File: config.mk
export PLATFORM = sky130hd
export DESIGN_NAME = signed_date_difference_days_top_flat
export DESIGN_NICKNAME = d
export VERILOG_FILES = /design/src/rtl/sdd_pkg.sv /design/src/rtl/sdd_dates_if.sv /design/src/rtl/sdd_result_if.sv /design/src/rtl/sdd_ctrl.sv /design/src/rtl/sdd_dpath.sv /design/src/rtl/signed_date_difference_days_top.sv /design/src/flat_wrapper.sv
export VERILOG_INCLUDE_DIRS = /design/src /design/src/rtl
export SDC_FILE = /design/constraint.sdc
export NUM_CORES = 2
export LEC_CHECK = 0
export BUFFER_PORTS_ARGS = -buffer_cell sky130_fd_sc_hd__buf_4
export CORE_MARGIN = 3
export CORE_UTILIZATION = 40
export DETAILED_ROUTE_END_ITERATION = 8
export PLACE_DENSITY = 0.55
export SLEW_MARGIN = 5
export SYNTH_ARGS = -nofsm -noshare
export SYNTH_HDL_FRONTEND = slang
export SYNTH_SLANG_ARGS = --single-unit
File: constraint.sdc
create_clock -name clk -period 9.2 [get_ports clk]
set_input_delay 2.76 -clock clk [delete_from_list [all_inputs] [get_ports clk]]
set_output_delay 2.76 -clock clk [all_outputs]
set_load 0.02 [all_outputs]
File: src/rtl/signed_date_difference_days_top_defines.svh
// Assertion macros shared by the date difference RTL.
// Each use expects clk and rst in the enclosing module.
`ifndef SIGNED_DATE_DIFFERENCE_DAYS_TOP_DEFINES_SVH
`define SIGNED_DATE_DIFFERENCE_DAYS_TOP_DEFINES_SVH

// Same-cycle implication, off during reset.
`define SDD_ASSERT(lbl, ante, cons) \
  lbl: assert property (@(posedge clk) disable iff (rst) (ante) |-> (cons)) \
    else $error("%m: assertion failed");

// Next-cycle implication, off during reset.
`define SDD_ASSERT_NEXT(lbl, ante, cons) \
  lbl: assert property (@(posedge clk) disable iff (rst) (ante) |=> (cons)) \
    else $error("%m: assertion failed");

`endif

File: src/rtl/sdd_pkg.sv
// ----------------------------------------------------------------------------
// sdd_pkg: shared types and tables for the signed date difference block
// Field widths, calendar tables and the controller/datapath link.
// ----------------------------------------------------------------------------
`default_nettype none

package sdd_pkg;

  localparam int DAY_W   = 5;
  localparam int MONTH_W = 4;
  localparam int YEAR_W  = 14;
  localparam int DIFF_W  = 23;

  // floor(x / 100) == (x * RECIP100) >> RECIP_SH for every 14-bit x
  localparam int RECIP_W  = 13;
  localparam int RECIP_SH = 19;
  localparam logic [RECIP_W-1:0] RECIP100 = RECIP_W'(5243);
  localparam int QUO_W = YEAR_W + RECIP_W - RECIP_SH;

  localparam logic [YEAR_W-1:0] YEAR_MAX = YEAR_W'(9999);

  localparam logic [MONTH_W-1:0] MONTH_JAN = MONTH_W'(1);
  localparam logic [MONTH_W-1:0] MONTH_FEB = MONTH_W'(2);
  localparam logic [MONTH_W-1:0] MONTH_DEC = MONTH_W'(12);

  typedef struct packed {
    logic [DAY_W-1:0]   first_day;
    logic [MONTH_W-1:0] first_month;
    logic [YEAR_W-1:0]  first_year;
    logic [DAY_W-1:0]   second_day;
    logic [MONTH_W-1:0] second_month;
    logic [YEAR_W-1:0]  second_year;
    logic               count_end_day;
  } date_pair_t;

  typedef struct packed {
    logic capture;
    logic step_quo;
    logic step_ord;
    logic step_dif;
    logic put;
  } cmd_t;

  typedef struct packed {
    logic out_free;
  } sts_t;

  // Days in a month of a common year; zero for a month code with no meaning.
  function automatic logic [DAY_W-1:0] month_len(input logic [MONTH_W-1:0] m);
    logic [DAY_W-1:0] len;
    case (m)
      4'd1, 4'd3, 4'd5, 4'd7, 4'd8, 4'd10, 4'd12: len = DAY_W'(31);
      4'd4, 4'd6, 4'd9, 4'd11:                     len = DAY_W'(30);
      4'd2:                                        len = DAY_W'(28);
      default:                                     len = '0;
    endcase
    return len;
  endfunction

  // Days of a common year ahead of the first of month m.
  function automatic logic [8:0] days_before(input logic [MONTH_W-1:0] m);
    logic [8:0] n;
    case (m)
      4'd1:    n = 9'd0;
      4'd2:    n = 9'd31;
      4'd3:    n = 9'd59;
      4'd4:    n = 9'd90;
      4'd5:    n = 9'd120;
      4'd6:    n = 9'd151;
      4'd7:    n = 9'd181;
      4'd8:    n = 9'd212;
      4'd9:    n = 9'd243;
      4'd10:   n = 9'd273;
      4'd11:   n = 9'd304;
      4'd12:   n = 9'd334;
      default: n = 9'd0;
    endcase
    return n;
  endfunction

endpackage

`default_nettype wire

File: src/rtl/sdd_dates_if.sv
// ----------------------------------------------------------------------------
// sdd_dates_if: input channel carrying a pair of dates
// Valid/ready handshake; one word is a date pair and the end-day flag.
// ----------------------------------------------------------------------------
`default_nettype none

interface sdd_dates_if import sdd_pkg::*; ();
  logic               valid;
  logic               ready;
  logic [DAY_W-1:0]   first_day;
  logic [MONTH_W-1:0] first_month;
  logic [YEAR_W-1:0]  first_year;
  logic [DAY_W-1:0]   second_day;
  logic [MONTH_W-1:0] second_month;
  logic [YEAR_W-1:0]  second_year;
  logic               count_end_day;

  modport source (
    output valid, first_day, first_month, first_year,
           second_day, second_month, second_year, count_end_day,
    input  ready
  );

  modport sink (
    input  valid, first_day, first_month, first_year,
           second_day, second_month, second_year, count_end_day,
    output ready
  );
endinterface

`default_nettype wire

File: src/rtl/sdd_result_if.sv
// ----------------------------------------------------------------------------
// sdd_result_if: output channel carrying the signed day difference
// Valid/ready handshake; one word is the difference and the bad date flag.
// ----------------------------------------------------------------------------
`default_nettype none

interface sdd_result_if import sdd_pkg::*; ();
  logic                     valid;
  logic                     ready;
  logic signed [DIFF_W-1:0] day_difference;
  logic                     bad_date;

  modport source (
    output valid, day_difference, bad_date,
    input  ready
  );

  modport sink (
    input  valid, day_difference, bad_date,
    output ready
  );
endinterface

`default_nettype wire

File: src/rtl/sdd_ctrl.sv
// ----------------------------------------------------------------------------
// sdd_ctrl: sequencer for the date difference datapath
// Walks one word through quotient, ordinal and difference steps, then
// hands it to the output register once that is free.
// ----------------------------------------------------------------------------
`default_nettype none
`include "signed_date_difference_days_top_defines.svh"

module sdd_ctrl import sdd_pkg::*; (
  input  wire logic clk,
  input  wire logic rst,
  input  wire logic in_valid,
  output logic      in_ready,
  output cmd_t      cmd,
  input  wire sts_t sts
);

  typedef enum logic [4:0] {
    IDLE = 5'b00001,
    QUO  = 5'b00010,
    ORD  = 5'b00100,
    DIF  = 5'b01000,
    PUT  = 5'b10000
  } state_t;

  state_t state;
  state_t state_next;

  always_ff @(posedge clk) begin
    if (rst) begin
      state <= IDLE;
    end else begin
      state <= state_next;
    end
  end

  always_comb begin
    state_next   = state;
    in_ready     = 1'b0;
    cmd          = '0;
    case (state)
      IDLE: begin
        in_ready    = 1'b1;
        cmd.capture = in_valid;
        if (in_valid) begin
          state_next = QUO;
        end
      end
      QUO: begin
        cmd.step_quo = 1'b1;
        state_next   = ORD;
      end
      ORD: begin
        cmd.step_ord = 1'b1;
        state_next   = DIF;
      end
      DIF: begin
        cmd.step_dif = 1'b1;
        state_next   = PUT;
      end
      PUT: begin
        // hold until the previous result has left the output register
        if (sts.out_free) begin
          cmd.put    = 1'b1;
          state_next = IDLE;
        end
      end
      default: begin
        state_next = IDLE;
      end
    endcase
  end

  `SDD_ASSERT_NEXT(a_capture_starts, cmd.capture, state == QUO)
  `SDD_ASSERT(a_put_when_free, cmd.put, sts.out_free)

endmodule

`default_nettype wire

File: src/rtl/sdd_dpath.sv
// ----------------------------------------------------------------------------
// sdd_dpath: datapath for the signed date difference
// Captures a date pair, forms year quotients by reciprocal multiply, turns
// each date into an ordinal day number, and subtracts with sign.
// ----------------------------------------------------------------------------
`default_nettype none
`include "signed_date_difference_days_top_defines.svh"

module sdd_dpath import sdd_pkg::*; (
  input  wire logic                     clk,
  input  wire logic                     rst,
  input  wire date_pair_t               din,
  input  wire cmd_t                     cmd,
  output sts_t                          sts,
  output logic                          out_valid,
  input  wire logic                     out_ready,
  output logic signed [DIFF_W-1:0]      day_difference,
  output logic                          bad_date
);

  localparam int PROD_W = YEAR_W + RECIP_W;

  // floor(x / 100) for a 14-bit x
  function automatic logic [QUO_W-1:0] div100(input logic [YEAR_W-1:0] x);
    logic [PROD_W-1:0] prod;
    prod = PROD_W'(x) * PROD_W'(RECIP100);
    return prod[PROD_W-1:RECIP_SH];
  endfunction

  function automatic logic is_leap(input logic [YEAR_W-1:0] y,
                                   input logic [QUO_W-1:0]  qy);
    logic [YEAR_W:0] hund;
    hund = (YEAR_W+1)'(qy) * (YEAR_W+1)'(100);
    // divisible by 4, and either off a century or on a multiple of 400
    return (y[1:0] == 2'b00) && (((YEAR_W+1)'(y) != hund) || (qy[1:0] == 2'b00));
  endfunction

  function automatic logic date_ok(input logic [DAY_W-1:0]   d,
                                   input logic [MONTH_W-1:0] m,
                                   input logic [YEAR_W-1:0]  y,
                                   input logic               leap);
    logic [DAY_W-1:0] len;
    len = month_len(m) + DAY_W'((m == MONTH_FEB) && leap);
    return (y != '0) && (y <= YEAR_MAX) && (m >= MONTH_JAN) && (m <= MONTH_DEC) &&
           (d != '0) && (d <= len);
  endfunction

  function automatic logic [DIFF_W-1:0] ordinal(input logic [DAY_W-1:0]   d,
                                                input logic [MONTH_W-1:0] m,
                                                input logic [YEAR_W-1:0]  p,
                                                input logic [QUO_W-1:0]   qp,
                                                input logic               leap);
    logic [DIFF_W-1:0] n;
    n = DIFF_W'(p) * DIFF_W'(365) + DIFF_W'(p >> 2) - DIFF_W'(qp) + DIFF_W'(qp >> 2);
    n = n + DIFF_W'(days_before(m)) + DIFF_W'((m > MONTH_FEB) && leap) + DIFF_W'(d);
    return n;
  endfunction

  // captured word
  date_pair_t dp;

  // quotient step
  logic [YEAR_W-1:0] p1, p2;
  logic [QUO_W-1:0]  qp1, qp2, qy1, qy2;

  // ordinal step
  logic [DIFF_W-1:0] n1, n2;
  logic              bad_ord;
  logic              end_ord;

  // difference step
  logic              neg;
  logic [DIFF_W-1:0] mag;
  logic              bad_dif;

  logic leap1, leap2;

  always_comb begin
    leap1 = is_leap(dp.first_year, qy1);
    leap2 = is_leap(dp.second_year, qy2);
  end

  always_ff @(posedge clk) begin
    if (cmd.capture) begin
      dp <= din;
    end
    if (cmd.step_quo) begin
      p1  <= dp.first_year - YEAR_W'(1);
      p2  <= dp.second_year - YEAR_W'(1);
      qp1 <= div100(dp.first_year - YEAR_W'(1));
      qp2 <= div100(dp.second_year - YEAR_W'(1));
      qy1 <= div100(dp.first_year);
      qy2 <= div100(dp.second_year);
    end
    if (cmd.step_ord) begin
      n1      <= ordinal(dp.first_day, dp.first_month, p1, qp1, leap1);
      n2      <= ordinal(dp.second_day, dp.second_month, p2, qp2, leap2);
      bad_ord <= !date_ok(dp.first_day, dp.first_month, dp.first_year, leap1) ||
                 !date_ok(dp.second_day, dp.second_month, dp.second_year, leap2);
      end_ord <= dp.count_end_day;
    end
    if (cmd.step_dif) begin
      neg     <= n1 > n2;
      mag     <= ((n1 > n2) ? (n1 - n2) : (n2 - n1)) + DIFF_W'(end_ord);
      bad_dif <= bad_ord;
    end
    if (cmd.put) begin
      bad_date <= bad_dif;
      if (bad_dif) begin
        day_difference <= '0;
      end else if (neg) begin
        day_difference <= $signed(DIFF_W'('0) - mag);
      end else begin
        day_difference <= $signed(mag);
      end
    end
  end

  always_ff @(posedge clk) begin
    if (rst) begin
      out_valid <= 1'b0;
    end else if (cmd.put) begin
      out_valid <= 1'b1;
    end else if (out_ready) begin
      out_valid <= 1'b0;
    end
  end

  assign sts.out_free = !out_valid || out_ready;

  `SDD_ASSERT(a_bad_gives_zero, out_valid && bad_date, day_difference == '0)
  `SDD_ASSERT_NEXT(a_later_first_nonzero, cmd.step_dif && (n1 > n2), mag != '0)
  `SDD_ASSERT_NEXT(a_put_shows_word, cmd.put, out_valid)

endmodule

`default_nettype wire

File: src/rtl/signed_date_difference_days_top.sv
// ----------------------------------------------------------------------------
// signed_date_difference_days_top: signed day count between two dates
// Gregorian calendar, 4/100/400 leap rule; invalid dates flag bad_date.
// ----------------------------------------------------------------------------
//   channel  dir  word
//   dates    in   first/second day, month, year; count_end_day
//   result   out  day_difference (signed), bad_date
//
// An accepted word goes through capture, year quotients, ordinal day numbers,
// subtraction and output load in turn; the controller holds one word at a time.
// The output register lets a new word be taken while a result waits.
// A stalled result delays the output load step and so the next accept.
// Synchronous reset clears the controller and the output valid flag.
// ----------------------------------------------------------------------------
`default_nettype none

module signed_date_difference_days_top import sdd_pkg::*; (
  input  wire logic   clk,
  input  wire logic   rst,
  sdd_dates_if.sink   dates,
  sdd_result_if.source result
);

  cmd_t       cmd;
  sts_t       sts;
  date_pair_t din;

  assign din.first_day     = dates.first_day;
  assign din.first_month   = dates.first_month;
  assign din.first_year    = dates.first_year;
  assign din.second_day    = dates.second_day;
  assign din.second_month  = dates.second_month;
  assign din.second_year   = dates.second_year;
  assign din.count_end_day = dates.count_end_day;

  sdd_ctrl u_ctrl (
    .clk      (clk),
    .rst      (rst),
    .in_valid (dates.valid),
    .in_ready (dates.ready),
    .cmd      (cmd),
    .sts      (sts)
  );

  sdd_dpath u_dpath (
    .clk            (clk),
    .rst            (rst),
    .din            (din),
    .cmd            (cmd),
    .sts            (sts),
    .out_valid      (result.valid),
    .out_ready      (result.ready),
    .day_difference (result.day_difference),
    .bad_date       (result.bad_date)
  );

endmodule

`default_nettype wire
File: src/flat_wrapper.sv
// flat-port wrapper written by rule: the top's interface ports become plain ports
module signed_date_difference_days_top_flat import sdd_pkg::*;
  (clk, rst, dates_valid, dates_first_day, dates_first_month, dates_first_year, dates_second_day, dates_second_month, dates_second_year, dates_count_end_day, dates_ready, result_valid, result_day_difference, result_bad_date, result_ready);
  sdd_dates_if dates_i ();
  sdd_result_if result_i ();
  input  wire logic clk;
  input  wire logic rst;
  input wire logic [$bits(dates_i.valid)-1:0] dates_valid;
  input wire logic [$bits(dates_i.first_day)-1:0] dates_first_day;
  input wire logic [$bits(dates_i.first_month)-1:0] dates_first_month;
  input wire logic [$bits(dates_i.first_year)-1:0] dates_first_year;
  input wire logic [$bits(dates_i.second_day)-1:0] dates_second_day;
  input wire logic [$bits(dates_i.second_month)-1:0] dates_second_month;
  input wire logic [$bits(dates_i.second_year)-1:0] dates_second_year;
  input wire logic [$bits(dates_i.count_end_day)-1:0] dates_count_end_day;
  output wire logic [$bits(dates_i.ready)-1:0] dates_ready;
  output wire logic [$bits(result_i.valid)-1:0] result_valid;
  output wire logic [$bits(result_i.day_difference)-1:0] result_day_difference;
  output wire logic [$bits(result_i.bad_date)-1:0] result_bad_date;
  input wire logic [$bits(result_i.ready)-1:0] result_ready;
  assign dates_i.valid = dates_valid;
  assign dates_i.first_day = dates_first_day;
  assign dates_i.first_month = dates_first_month;
  assign dates_i.first_year = dates_first_year;
  assign dates_i.second_day = dates_second_day;
  assign dates_i.second_month = dates_second_month;
  assign dates_i.second_year = dates_second_year;
  assign dates_i.count_end_day = dates_count_end_day;
  assign dates_ready = dates_i.ready;
  assign result_valid = result_i.valid;
  assign result_day_difference = result_i.day_difference;
  assign result_bad_date = result_i.bad_date;
  assign result_i.ready = result_ready;
  signed_date_difference_days_top u_core (.clk(clk), .rst(rst), .dates(dates_i), .result(result_i));
endmodule
==> results.yml <==
run_status:
  status: "finished, final reports clean"
grt:
  grt_pass1_wl_um: 126000
  antenna_found_initial: 3
  grt_pass1_vias: 24030
  grt_max_degree: 63
  grt_overflow_total: 0
  grtUsageTotal_pct: 16.8
final_layout:
  final_cells: 4698
  fin_util_pct: 43.8
  drive_above_1_share_pct: 5.49
  area.growth.synth_to_final_pct: 8.24
  fillers: 8587
  antenna_cells: 0
  final_nets: 4784
logic_synthesis:
  yosys.area_share.xor_xnor_pct: 5.10
  netlist_instances: 3420
  ys_ff_latch: 234
  synth_mux_area_share_pct: 0.859
  synth-simple-area-share_pct: 6.47
  synth_top_family_by_area: "adder cells"
  synth-seq-area-share_pct: 18.8
  synth_edf_count: 204
  yosysWarnings: 0
  synth_area_um2: 35800
  yosysUniqueCellTypes: 86
  synth_compound_area_share_pct: 7.42
  synth_top_cell_area_share_pct: 27.3
  avgSynthCellArea_um2: 10.5
  synth_flop_cell: "edfxtp_1"
  async_reset_ff_share_pct: 0
  synth_fa_ha_area_share_pct: 52.0
  yosysMostFrequentCell: "inv_1"
  yosysTopAreaCell: "ha_1"
  synth.area.top_cells: "ha_1 27%, fa_1 25%, edfxtp_1 17%"
  syn_nets: 4695
  synth_common_cells: "841 x inv_1, 782 x ha_1, 442 x fa_1"
clock_tree:
  cts_setup_buffers: 0
  cts_tree: "built"
  cts_root_buffer: "clkbuf_16"
  clk_pin_slew_worst_paths_ns: 0.07
  clk-insertion-delay-late_ns: 0.60
  cts_sinks: 234
  post_cts_resize_count: 0
  htree_levels: 1
  cts_buffers: 30
  cts_hold_buf: 0
  clockBufferDepth: 3
timing:
  holdWs_ns: 0.418
  tightest_slew_ns: 1.15
  fin_crit_ns: 7.72
  setup_tns_ns: 0
  skew_ns: 0.0277
  slew_headroom_pct: 23.4
  hold_violations: 0
  fin_ws_ns: 1.48
  finalMaxSlewViolations: 0
  fmax_mhz: 129
  fin_crit_sh_pct: 84.0
  setup_viol: 0
  grt_setup_unrepaired: "no"
drt:
  totalWireLength_um: 75500
  wl_per_cell_um: 16.1
  drt_pre_antenna_iters: 5
  drtAntennaViolNets: 0
  first_iter_violations: 1015
  vias_per_cell: 4.77
  vias: 22428
  drc_errors: 0
placement:
  pre_cts_ws_ns: 1.44
  place_congestion: 0.854
  port_buffers: 76
  dp_cells: 4642
  hpwl_um: 65400
power:
  leakagePower_nw: 19.6
  peakVddDrop_mv: 0.236
  power_density_nw_per_um2: 275
setup_path:
  crit_family: "adder cells"
  critPathBufInv: 6
  crit_path_max_incr_delay_ns: 0.57
  worst_ep_arrival_time_ns: 8.07
  crit_fanout: 7
  critPathLaunchType: "register"
  critical_path_class: "reg -> reg"
  timing.rr.start: "u_core.u_dpath.dp[26]"
  critPathLaunch: "u_core.u_dpath.dp[26]"
  cp-end-kind: "register"
  slowest_stage: "edfxtp_1"
  crit_required_ns: 9.54
flow_run:
  drv_cap: 0
floorplanning:
  die_w_um: 305
  core-area_um2: 88600
  die-height_um: 305
  rows: 109
  io_pins: 77
  start_util_pct: 40.4
  die_area_um2: 93200
worst_hold_path:
  hp-start: "u_core.u_dpath.bad_ord"
  min-delay-path-class: "reg -> reg"
-- metrics by stage --
| stage | cell area, um^2 | power [mW] |
|---|---|---|
| floorplan | 35800 | 7.61 |
| global placement | 37800 | 9.55 |
| detailed placement | 37800 | 9.59 |
| CTS | 38800 | 10.9 |
| global route | 38800 | 12.2 |
| finish | 38800 | 10.7 |
-- cells in the final DEF, fill, tap and decap left out, types with 5 or more instances in the layout --
master,n
nand2_1,115
o41ai_1,6
o31ai_1,17
xnor2_1,131
nand4_1,11
clkinv_2,5
nor2_1,94
nor2b_1,26
o21bai_1,6
buf_4,92
nor4_1,7
o211ai_1,6
a211oi_1,20
clkbuf_1,8
edfxtp_1,204
clkbuf_16,33
ha_1,782
a31oi_1,19
a21oi_1,102
xor2_1,76
and4_1,5
o21ai_0,83
or3_1,16
o21a_1,18
mux2i_1,23
nor3_1,34
o22ai_1,6
nand3_1,36
mux2_2,6
or2_2,10
fa_1,442
a21boi_0,9
and2_1,15
inv_1,840
a31o_2,5
nand2b_1,16
and3_1,25
a21o_1,58
dfxtp_1,30
-- metal layers --
layer / up-vias / part of all wire (%) / GRT usage (%) / wire length [um]
li1: 11305 / - / - / -
met1: 10784 / 47 / 22.9 / 35500
met2: 250 / 48 / 28.7 / 36000
met3: 87 / 3.1 / 2.04 / 2330
met4: 2 / 2.3 / 3.59 / 1730
met5: - / 0.017 / 0 / 13
-- report_power, final --
| part | switching, mW | internal, mW | leakage, nW |
|---|---|---|---|
| sequential | 0.0823 | 1.50 | 2.11 |
| combinational | 4.34 | 3.55 | 17.0 |
| clock | 0.499 | 0.684 | 0.490 |
| total | 4.92 | 5.73 | 19.6 |
-- cells by family (layout without fill, tap and decap cells) --
| kind of cell | after synthesis | count (layout) |
|---|---|---|
| AOI/OAI and AO/OA | 400 | 400 |
| muxes | 30 | 30 |
| buffers and inverters | 877 | 990 |
| and+or+nand+nor | 447 | 447 |
| xor gates and xnor gates | 208 | 208 |
| adders and majority gates | 1224 | 1224 |
| DFF | 234 | 234 |
-- cell type report --
class,instances,area (um^2),area share [%]
Clock buffer,45,911,2.35
Clock inverter,11,75.1,0.193
Inverter,842,3160,8.15
Multi-Input combinational cell,2309,25800,66.4
Sequential cell,234,6730,17.3
Tap cell,1165,1460,3.76
Timing Repair Buffer,92,691,1.78
-- path summary, 6_finish.rpt --
kind	slack, ns	endpoint	depth (start not counted)
max	1.48	u_core.u_dpath.qp1[7]	29
min	0.42	u_core.u_dpath.bad_dif	0
max reg2reg	1.48	u_core.u_dpath.qp1[7]	29
min reg2reg	0.42	u_core.u_dpath.bad_dif	0
Power figures use the tool's default switching activity.
